--- config.mk ---
export PLATFORM = sky130hd
export DESIGN_NAME = crosspoint_switch_write_scheduler_core
export DESIGN_NICKNAME = d
export VERILOG_FILES = /design/src/cxsw_pkg.sv /design/src/cxsw_table.sv /design/src/crosspoint_switch_write_scheduler_core.sv
export SDC_FILE = /design/constraint.sdc
export NUM_CORES = 1
export LEC_CHECK = 0
export BUFFER_PORTS_ARGS = -buffer_cell sky130_fd_sc_hd__buf_4
export CAP_MARGIN = 10
export CORE_MARGIN = 2
export CORE_UTILIZATION = 33
export DETAILED_ROUTE_END_ITERATION = 12
export GPL_TIMING_DRIVEN = 0
export SYNTH_ARGS = -nofsm -noshare
export SYNTH_HDL_FRONTEND = slang
export SYNTH_SLANG_ARGS = --single-unit
--- constraint.sdc ---
create_clock -name clock -period 12.4 [get_ports clock]
set_input_delay 3.1 -clock clock [delete_from_list [all_inputs] [get_ports clock]]
set_output_delay 3.1 -clock clock [all_outputs]
set_load 0.05 [all_outputs]
--- src/cxsw_pkg.sv ---
// shared types, codes and the chip x address map for the crosspoint write scheduler
package cxsw_pkg;

   localparam int X_FIELD_W = 4;
   localparam int Y_FIELD_W = 3;

   typedef logic [1:0] opcode_type;
   localparam opcode_type OP_SET      = 2'd0;
   localparam opcode_type OP_OPEN_ALL = 2'd1;
   localparam opcode_type OP_TICK     = 2'd2;

   typedef logic [1:0] entry_type;
   localparam entry_type ENTRY_OPEN     = 2'd0;
   localparam entry_type ENTRY_CLOSED   = 2'd1;
   localparam entry_type ENTRY_TO_OPEN  = 2'd2;
   localparam entry_type ENTRY_TO_CLOSE = 2'd3;

   typedef struct packed {
      opcode_type             opcode;
      logic [X_FIELD_W-1:0]   x_index;
      logic [Y_FIELD_W-1:0]   y_index;
      logic                   turn_on;
   } req_type;

   typedef struct packed {
      logic                   write_valid;
      logic [X_FIELD_W-1:0]   chip_x_address;
      logic [Y_FIELD_W-1:0]   chip_y_address;
      logic                   chip_data;
      logic                   busy_res;
      entry_type              entry_state;
   } rsp_type;

   // lines 6..11 sit at codes 8..13, lines 12 and 13 at codes 6 and 7
   function automatic logic [X_FIELD_W-1:0] chip_x_code(input logic [X_FIELD_W-1:0] x);
      logic [X_FIELD_W-1:0] code;
      begin
         case (x)
            4'd6:    code = 4'd8;
            4'd7:    code = 4'd9;
            4'd8:    code = 4'd10;
            4'd9:    code = 4'd11;
            4'd10:   code = 4'd12;
            4'd11:   code = 4'd13;
            4'd12:   code = 4'd6;
            4'd13:   code = 4'd7;
            default: code = x;
         endcase
         return code;
      end
   endfunction

endpackage

--- src/cxsw_table.sv ---
// switch state memory: one write port, one read port with registered data
module cxsw_table
   import cxsw_pkg::*;
#(
   parameter int ADDR_W = 7
) (
   input  logic              clock,
   input  logic              wr_en,
   input  logic [ADDR_W-1:0] wr_addr,
   input  entry_type         wr_data,
   input  logic [ADDR_W-1:0] rd_addr,
   output entry_type         rd_data
);

   entry_type mem_ff [2**ADDR_W];
   entry_type rd_data_ff;

   always_ff @(posedge clock) begin
      if (wr_en) begin
         mem_ff[wr_addr] <= wr_data;
      end
      rd_data_ff <= mem_ff[rd_addr];
   end

   assign rd_data = rd_data_ff;

endmodule

--- src/crosspoint_switch_write_scheduler_core.sv ---
// crosspoint write scheduler: switch table, scan on service tick, at most one chip write per tick
// open-all runs a fill sweep over the table; a service tick scans it with one table read per cycle
// throughput: one beat at a time; a new beat is taken the cycle the result strobe shows
// reset: synchronous, active high; a clearing pass then writes every table entry open
// with busy high; the enable register is written as ever
module crosspoint_switch_write_scheduler_core
   import cxsw_pkg::*;
#(
   parameter int X_LINES = 16,
   parameter int Y_LINES = 8
) (
   input  logic    clock,
   input  logic    reset,
   input  logic    start,
   output logic    busy,
   input  req_type req_item,
   output logic    rsp_strobe,
   output rsp_type rsp_item,
   input  logic    csr_wr_en,
   input  logic    csr_wr_data
);

   localparam int XW = (X_LINES > 1) ? $clog2(X_LINES) : 1;
   localparam int YW = (Y_LINES > 1) ? $clog2(Y_LINES) : 1;
   localparam int AW = XW + YW;

   typedef enum logic [5:0] {
      S_CLEAR = 6'b000001,
      S_IDLE  = 6'b000010,
      S_FILL  = 6'b000100,
      S_SCAN  = 6'b001000,
      S_READ  = 6'b010000,
      S_RESP  = 6'b100000
   } state_type;

   state_type state_ff, state_in;
   req_type   item_ff, item_in;
   rsp_type   res_ff, res_in;
   logic      strobe_ff, strobe_in;
   logic      enable_ff, enable_in;
   logic      pending_ff, pending_in;
   logic [AW-1:0] sweep_ff, sweep_in;
   logic [XW-1:0] sx_ff, sx_in, chk_x_ff, chk_x_in;
   logic [YW-1:0] sy_ff, sy_in, chk_y_ff, chk_y_in;
   logic      issue_done_ff, issue_done_in;
   logic      chk_v_ff, chk_v_in;
   logic      chk_last_ff, chk_last_in;
   logic      found_ff, found_in;

   logic          wr_en;
   logic [AW-1:0] wr_addr;
   entry_type     wr_data;
   logic [AW-1:0] rd_addr;
   entry_type     rd_data;

   logic          accept;
   logic          req_in_range, item_in_range;
   logic [AW-1:0] req_addr, item_addr;
   logic          scan_last;

   cxsw_table #(.ADDR_W(AW)) u_table (
      .clock   (clock),
      .wr_en   (wr_en),
      .wr_addr (wr_addr),
      .wr_data (wr_data),
      .rd_addr (rd_addr),
      .rd_data (rd_data)
   );

   assign busy   = (state_ff != S_IDLE);
   assign accept = start && !busy;

   assign req_in_range  = (32'(req_item.x_index) < X_LINES) && (32'(req_item.y_index) < Y_LINES);
   assign item_in_range = (32'(item_ff.x_index) < X_LINES) && (32'(item_ff.y_index) < Y_LINES);
   assign req_addr      = {req_item.x_index[XW-1:0], req_item.y_index[YW-1:0]};
   assign item_addr     = {item_ff.x_index[XW-1:0], item_ff.y_index[YW-1:0]};
   assign scan_last     = (sx_ff == XW'(X_LINES - 1)) && (sy_ff == YW'(Y_LINES - 1));

   always_comb begin
      state_in      = state_ff;
      item_in       = item_ff;
      res_in        = res_ff;
      strobe_in     = 1'b0;
      enable_in     = csr_wr_en ? csr_wr_data : enable_ff;
      pending_in    = pending_ff;
      sweep_in      = sweep_ff;
      sx_in         = sx_ff;
      sy_in         = sy_ff;
      issue_done_in = issue_done_ff;
      chk_v_in      = 1'b0;
      chk_x_in      = sx_ff;
      chk_y_in      = sy_ff;
      chk_last_in   = scan_last;
      found_in      = found_ff;
      wr_en         = 1'b0;
      wr_addr       = sweep_ff;
      wr_data       = ENTRY_OPEN;
      rd_addr       = item_addr;

      case (state_ff)
         S_CLEAR: begin
            wr_en    = 1'b1;
            sweep_in = sweep_ff + AW'(1);
            if (&sweep_ff) begin
               state_in = S_IDLE;
            end
         end
         S_IDLE: begin
            if (accept) begin
               item_in = req_item;
               res_in  = '0;
               case (req_item.opcode)
                  OP_SET: begin
                     wr_en   = req_in_range;
                     wr_addr = req_addr;
                     wr_data = req_item.turn_on ? ENTRY_TO_CLOSE : ENTRY_TO_OPEN;
                     if (enable_ff) begin
                        pending_in = 1'b1;
                     end
                     state_in = S_READ;
                  end
                  OP_OPEN_ALL: begin
                     if (enable_ff) begin
                        pending_in = 1'b1;
                     end
                     sweep_in = '0;
                     state_in = S_FILL;
                  end
                  OP_TICK: begin
                     if (enable_ff && pending_ff) begin
                        sx_in         = '0;
                        sy_in         = '0;
                        issue_done_in = 1'b0;
                        found_in      = 1'b0;
                        state_in      = S_SCAN;
                     end else begin
                        state_in = S_READ;
                     end
                  end
                  default: begin
                     state_in = S_READ;
                  end
               endcase
            end
         end
         S_FILL: begin
            wr_en    = 1'b1;
            wr_data  = ENTRY_TO_OPEN;
            sweep_in = sweep_ff + AW'(1);
            if (&sweep_ff) begin
               state_in = S_READ;
            end
         end
         S_SCAN: begin
            // read one entry per cycle, check the entry read the cycle before
            rd_addr = {sx_ff, sy_ff};
            if (!issue_done_ff) begin
               chk_v_in = 1'b1;
               if (sy_ff == YW'(Y_LINES - 1)) begin
                  sy_in = '0;
                  if (sx_ff == XW'(X_LINES - 1)) begin
                     issue_done_in = 1'b1;
                  end else begin
                     sx_in = sx_ff + XW'(1);
                  end
               end else begin
                  sy_in = sy_ff + YW'(1);
               end
            end
            if (chk_v_ff && rd_data[1]) begin
               if (!found_ff) begin
                  // first pending entry: write it to the chip and settle it
                  found_in              = 1'b1;
                  wr_en                 = 1'b1;
                  wr_addr               = {chk_x_ff, chk_y_ff};
                  wr_data               = {1'b0, rd_data[0]};
                  res_in.write_valid    = 1'b1;
                  res_in.chip_x_address = chip_x_code(X_FIELD_W'(chk_x_ff));
                  res_in.chip_y_address = Y_FIELD_W'(chk_y_ff);
                  res_in.chip_data      = rd_data[0];
                  if (chk_last_ff) begin
                     pending_in = 1'b0;
                     state_in   = S_READ;
                  end
               end else begin
                  // another entry still waits, so the flag stays up
                  state_in = S_READ;
               end
            end else if (chk_v_ff && chk_last_ff) begin
               pending_in = 1'b0;
               state_in   = S_READ;
            end
         end
         S_READ: begin
            state_in = S_RESP;
         end
         S_RESP: begin
            res_in.busy_res    = pending_ff;
            res_in.entry_state = item_in_range ? rd_data : ENTRY_OPEN;
            strobe_in          = 1'b1;
            state_in           = S_IDLE;
         end
         default: begin
            state_in = S_IDLE;
         end
      endcase
   end

   always_ff @(posedge clock) begin
      if (reset) begin
         state_ff   <= S_CLEAR;
         strobe_ff  <= 1'b0;
         enable_ff  <= 1'b0;
         pending_ff <= 1'b0;
         sweep_ff   <= '0;
         chk_v_ff   <= 1'b0;
         found_ff   <= 1'b0;
      end else begin
         state_ff   <= state_in;
         strobe_ff  <= strobe_in;
         enable_ff  <= enable_in;
         pending_ff <= pending_in;
         sweep_ff   <= sweep_in;
         chk_v_ff   <= chk_v_in;
         found_ff   <= found_in;
      end
   end

   always_ff @(posedge clock) begin
      item_ff       <= item_in;
      res_ff        <= res_in;
      sx_ff         <= sx_in;
      sy_ff         <= sy_in;
      issue_done_ff <= issue_done_in;
      chk_x_ff      <= chk_x_in;
      chk_y_ff      <= chk_y_in;
      chk_last_ff   <= chk_last_in;
   end

   assign rsp_strobe = strobe_ff;
   assign rsp_item   = res_ff;

   // a result beat only shows once the block is free again
   a_strobe_idle: assert property (@(posedge clock) disable iff (reset)
      rsp_strobe |-> !busy)
      else $error("result strobe while busy");

   a_accept_busy: assert property (@(posedge clock) disable iff (reset)
      (start && !busy) |=> busy)
      else $error("accepted beat did not raise busy");

   a_strobe_single: assert property (@(posedge clock) disable iff (reset)
      rsp_strobe |=> !rsp_strobe)
      else $error("one beat gave two result strobes");

   a_no_write_zero: assert property (@(posedge clock) disable iff (reset)
      (rsp_strobe && !rsp_item.write_valid) |->
         (rsp_item.chip_x_address == '0 && rsp_item.chip_y_address == '0 &&
          !rsp_item.chip_data))
      else $error("write fields set without a chip write");

endmodule

# Yosys cells after proc, flatten, opt, wreduce, memory -nomap -nowiden

Memories as Yosys holds them, arrays and structs flattened. A register that Yosys moved wholly into a read port is not among the register bits.
Index checks and enable logic that the tools add are counted.

Register bits: 53
Memory bits (writable): 256
Input bits: 15
Word-level logic and storage cells: 156
Memories kept: 1

Memory list:

| name           | depth | bits a word | rd ports | clocked after memory_dff | wr ports | line             | source |
|---|---|---|---|---|---|---|---|
| u_table.mem_ff | 128   | 2           | 1        | 1                        | 1        | cxsw_table.sv:15 | `entry_type mem_ff [2**ADDR_W];` |

Add/subtract/negate cells: 3
Eq/ne operators: 36
Muxes and demuxes: 70
Bitwise gates (word level): 1
Reductions and logical operators: 24

Operator list:

| kind                                                             | number |
|---|---|
| 7-bit 2-to-1 mux                                                 | 7 |
| 6-bit 2-to-1 mux                                                 | 7 |
| 4-bit one-hot mux with 8 select lines                            | 1 |
| 6-bit one-hot mux with 5 select lines                            | 1 |
| 4-bit == test (second input constant)                            | 7 |
| 7-bit one-hot mux with 2 select lines                            | 2 |
| 1-bit 2-to-1 mux                                                 | 25 |
| 4-bit 2-to-1 mux                                                 | 6 |
| 2-bit != test (second input constant)                            | 11 |
| 7-bit AND reduction                                              | 3 |
| 9-bit 2-to-1 mux                                                 | 2 |
| 9-bit one-hot mux with 2 select lines                            | 1 |
| 3-bit 2-to-1 mux                                                 | 5 |
| 5-bit AND reduction                                              | 3 |
| 12-bit 2-to-1 mux                                                | 1 |
| 3-bit one-hot mux with 2 select lines                            | 2 |
| 5-bit one-hot mux with 2 select lines                            | 1 |
| 3-bit != test (second input constant)                            | 3 |
| 4-bit by 3-bit == test with 1-bit output (second input constant) | 2 |
| 4-bit one-hot mux with 2 select lines                            | 1 |
| 4-bit AND reduction                                              | 2 |
| 7-bit by 1-bit adder with 7-bit output (second input constant)   | 1 |
| 6-bit by 1-bit == test with 1-bit output (second input constant) | 1 |
| 6-bit by 2-bit == test with 1-bit output (second input constant) | 1 |
| 25 further kinds                                                 | 38 |

# Longest topological paths before layout

Word-level depth: 7
Gate-level depth with buffers: 12
Mapped depth without buffers: 9

# By module

From an unflattened synthesis, not the netlist that was laid out.

Cells, all modules: 854
Area, all modules: 13076.3 µm²

Modules (own cells, without submodules):

| module                                 | times used | cells each | area an instance (µm²) | sequential area each (µm²) |
|---|---|---|---|---|
| cxsw_table                             | 1          | 611        | 10612.7                | 7727.4 |
| crosspoint_switch_write_scheduler_core | 1          | 243        | 2463.6                 | 1331.3 |

# Worst setup path before layout

No wires, ideal clock.

Kind: input to register
Start: input port start
End: memory u_table.mem_ff[0][1] (netlist name) (data pin)
Arrival time: 5476 ps
Path slack: 6414 ps
Cell stages on the path: 6
Path buffers: 2
Path through: inv_1 nor2_4 buf_2 clkbuf_1 nand2_1 nand2_1

Longest elaborated chain between the ends: 3

RTL lines:

| element                               | line                                          | source |
|---|---|---|
| start: declaration                    | crosspoint_switch_write_scheduler_core.sv:14  | `input logic start,` |
| 1-bit logical AND                     | crosspoint_switch_write_scheduler_core.sv:71  | `assign accept = start && !busy;` |
| 2-bit 2-to-1 mux                      | crosspoint_switch_write_scheduler_core.sv:109 | `if (accept) begin` |
| 2-bit one-hot mux with 3 select lines | crosspoint_switch_write_scheduler_core.sv:100 | `case (state_ff)` |
| named net u_table.wr_data[1]          | cxsw_table.sv:10                              | `input entry_type wr_data,` |
| end: declaration                      | cxsw_table.sv:15                              |  |

The timed path passes the listed nets, and every way through them passes these cells.

# Worst setup path after layout

Start: input port req_item[9] (netlist name)
End: memory u_table.mem_ff[59][0] (netlist name) (enable)

Longest elaborated chain between the ends: 6
Elaborated cells on any way between the ends: 9

RTL lines:

| element                                | line                                          | source |
|---|---|---|
| start: declaration                     | crosspoint_switch_write_scheduler_core.sv:16  | `input req_type req_item,` |
| 2-bit zero test *                      | crosspoint_switch_write_scheduler_core.sv:112 | `case (req_item.opcode)` |
| 1-bit 2-to-1 mux                       | crosspoint_switch_write_scheduler_core.sv:112 |  |
| 1-bit 2-to-1 mux                       | crosspoint_switch_write_scheduler_core.sv:109 |  |
| 1-bit one-hot mux with 3 select lines  | crosspoint_switch_write_scheduler_core.sv:100 |  |
| 1-bit 2-to-1 mux                       | cxsw_table.sv:19                              | `if (wr_en) begin` |
| 1-bit 2-to-1 mux (not written as such) | cxsw_table.sv:20                              | `mem_ff[wr_addr] <= wr_data;` |

Mark *: on every way between the ends. The rest lies on a longest branch, timed or not.

==> metrics.md <==
| Metric | Value |
|---|---|
| Vias | `9820` |
| DRC viols | `0` |
| DRT iter0 DRCs | `1212` |
| Pwr Total | `2200 uW` |
| Setup_tns | `0 ps` |
| Maximum capacitance violations | `0` |
| #FFs+latches synth | `311` |
| Num Clock Sinks | `311` |
| Worst-margin pin slew | `1310 ps` |
| Post-synth top area share | `0.623` |
| Non-Filler Cell Area, Final | `15700 um2` |
| Post-cts repair resize count | `0` |
| Sequential cell area fraction in the yosys report | `0.664` |
| Status | `completed` |
| Drt pass-1 iters | `6` |
| IO buf count | `27` |
| Die Footprint | `43000 um2` |
| Synth warn | `0` |
| GRT overflow | `0` |
| Initial Util | `0.334` |
| Post-DP Area | `14600 um2` |
| Clock power share | `0.441` |
| List of most frequent post-synthesis cells | `edfxtp_1 (283), nor2_1 (155), nand2_1 (109)` |
| Hpwl dp | `27500 um` |
| Maximum vdd drop | `0.0000705 V` |
| Cells after synthesis | `1088` |
| Nets | `1180` |
| Synthesized cell area | `13600 um2` |
| Area growth from synthesis to layout | `14.8%` |
| First-pass GRT wire length | `61200 um` |
| Worst-path clk slew | `60 ps` |
| Cell leakage power | `0.00533 uW` |
| Worst min path class | `flip-flop to flip-flop` |
| Final Critical Period | `5320 ps` |
| Unrepaired setup endpoints after global routing | `no` |
| Setup violators final | `0` |
| Switching Share | `0.216` |
| Startpoint Class | `input pin` |
| Layout cell share with drive strength beyond 1 | `0.108` |
| Max Slew Vio Count | `0` |
| CTS Hold Bufs | `0` |
| Vias in the first global route | `9682` |
| Routed vias/inst | `5.74` |
| Post-layout util | `0.384` |
| Critical path data required time | `12620 ps` |
| Worst EP arrival | `5540 ps` |
| Worst hold slack | `372 ps` |
| CP Capture Type | `flip-flop` |
| Die width | `207 um` |
| H-tree level count | `2` |
| Initial antenna violation count | `1` |
| Postcts setup bufs | `0` |
| Clock buffer depth | `3` |
| DR WL/cell | `24.3 um` |
| GPL Wtd Cong | `0.895` |
| Yosys top cell by area | `edfxtp_1` |
| Internal power | `1720 uW` |
| Count leader, synth | `edfxtp_1` |
| CTS buffer count | `34` |
| Ys flop type | `edfxtp_1` |
| Skew-Pair Late Insertion Delay | `520 ps` |
| Switch Pwr | `474 uW` |
| Worst rel slew slack | `0.124` |
| FMAX | `188 MHz` |
| Final Cycle Share | `0.429` |
| Syn avg cell area | `12.5 um2` |
| Net Count, Synth | `1111` |
| Ranking of synthesized cells by area | `edfxtp_1 (62%), nor2_1 (4.3%), dfxtp_1 (4.1%)` |
| Gr usage total | `0.189` |
| Core ar. | `40800 um2` |
| Logic pwr share | `0.040` |
| Layout Skew | `16.5 ps` |
| Asr flop ratio synth | `0` |
| # rows | `74` |
| Post-Route WL | `41500 um` |
| Final ANT Viol Nets | `0` |
| Post-synth cell types | `69` |
| Ports | `29` |
| Antenna fix cells | `0` |
| Clk root buf | `clkbuf_16` |
| Sequential power share | `0.520` |
| CTS tree | `built` |
| Critical setup path kind | `input pin to flip-flop` |
| CP max FO | `10` |
| Post-synth EDFFs | `283` |
| Die H | `207 um` |
| Final Hold Viols | `0` |
| Pin count of the biggest net entering global routing | `92` |
| Power per cell area | `140 nW/um2` |
## layout make-up
| class | instances | area [um2] |
|---|---|---|
| Clock buffer | 44 | 920 |
| Inverter | 12 | 45.0 |
| Tap cell | 532 | 666 |
| Sequential cell | 311 | 9060 |
| Fill cell | 3865 | 25200 |
| Clock inverter | 15 | 126 |
| Buffer | 63 | 277 |
| Timing Repair Buffer | 33 | 289 |
| Multi-Input combinational cell | 702 | 4280 |
## critical path, stage by stage
cell	delay (ps)
buf_4	110
inv_1	80
ha_1	200
clkbuf_1	370
and3_1	260
a221oi_1	80
nor2_1	600
nand2_1	440
nor2_1	280
## state kept, by name, indices dropped and copies added, names as in the netlist
name	count
chk_last_ff	1
chk_x_ff	4
sweep_ff	7
state_ff	6
chk_y_ff	3
chk_x_in	4
chk_v_ff	1
item_addr	7
u_table.rd_data	2
rsp_item	12
u_table.mem_ff	256
found_ff	1
pending_ff	1
chk_y_in	3
issue_done_ff	1
rsp_strobe	1
enable_ff	1
## metal layers
metal | global-route usage | up-vias | share of wire
li1 | - | 4312 | -
met1 | 0.257 | 4867 | 0.41
met2 | 0.299 | 534 | 0.46
met3 | 0.0372 | 107 | 0.094
met4 | 0.0736 | 0 | 0.037
met5 | 0 | - | 0
## cells in the final DEF (no fill, tap or decap), types with 4 or more instances in the layout
| master | Yosys | routed |
|---|---|---|
| a22oi_1 | 4 | 4 |
| a32oi_1 | 8 | 8 |
| a31oi_1 | 17 | 17 |
| o32a_1 | 4 | 4 |
| nand4b_1 | 5 | 5 |
| and2_1 | 4 | 4 |
| and3_1 | 54 | 54 |
| nor4_1 | 6 | 6 |
| clkinv_2 | 0 | 4 |
| nand4_1 | 6 | 6 |
| ha_1 | 8 | 8 |
| nor2b_1 | 7 | 7 |
| xor2_1 | 5 | 5 |
| nand3_1 | 31 | 31 |
| inv_1 | 12 | 12 |
| clkinv_1 | 0 | 6 |
| clkbuf_16 | 0 | 35 |
| nor3b_1 | 4 | 4 |
| mux2i_1 | 48 | 48 |
| a311oi_1 | 10 | 10 |
| o221ai_1 | 4 | 4 |
| a221o_1 | 13 | 13 |
| a211oi_1 | 38 | 38 |
| o211ai_1 | 7 | 7 |
| o21ai_0 | 25 | 25 |
| a21oi_1 | 29 | 29 |
| clkbuf_1 | 36 | 44 |
| nor3_1 | 13 | 13 |
| nor2_1 | 155 | 155 |
| a221oi_1 | 10 | 10 |
| buf_4 | 3 | 32 |
| dfxtp_1 | 28 | 28 |
| or4_1 | 4 | 4 |
| buf_2 | 23 | 24 |
| nand2_1 | 109 | 108 |
| a2111oi_0 | 8 | 8 |
| edfxtp_1 | 283 | 283 |
## path summary, 6_finish.rpt
check / from / end / slack [ps] / depth (start not counted)
worst max-delay path: req_item[9] / u_table.mem_ff[59][0] / 7080 / 9
worst min register to register: chk_x_in[2] / chk_x_ff[2] / 370 / 0
worst min-delay path: chk_x_in[2] / chk_x_ff[2] / 370 / 0
worst max register to register: state_ff[1] / u_table.rd_data[0] / 8000 / 10
## through the flow
stage               cells  setup slack [ps]
finish               1712              7080
detailed placement   1653              6620
CTS                  1712              7130
global placement     1647              4050
global route         1712              6990
floorplan            1088              6410
## power by group through the flow
| stage | combinational (uW) | clock, uW | sequential [uW] |
|---|---|---|---|
| after floorplan | 48.4 | 0 | 1160 |
| after global placement | 83.7 | 0 | 1160 |
| after detailed placement | 85.0 | 0 | 1160 |
| after CTS | 85.4 | 970 | 1140 |
| after global routing | 92.3 | 1010 | 1140 |
| final | 87.6 | 968 | 1140 |
## logic make-up (layout without fill, tap and decap cells)
family	after synthesis	after routing	share of synthesized area
muxes	51	51	0.0377
buffers and inverters	75	167	0.0236
adders and majority gates	8	8	0.00734
DFF	311	311	0.664
AOI/OAI and AO/OA	215	215	0.116
and+or+nand+nor	420	420	0.146
xor gates and xnor gates	8	8	0.00514
Note: power is estimated with default switching activity, not from simulation.
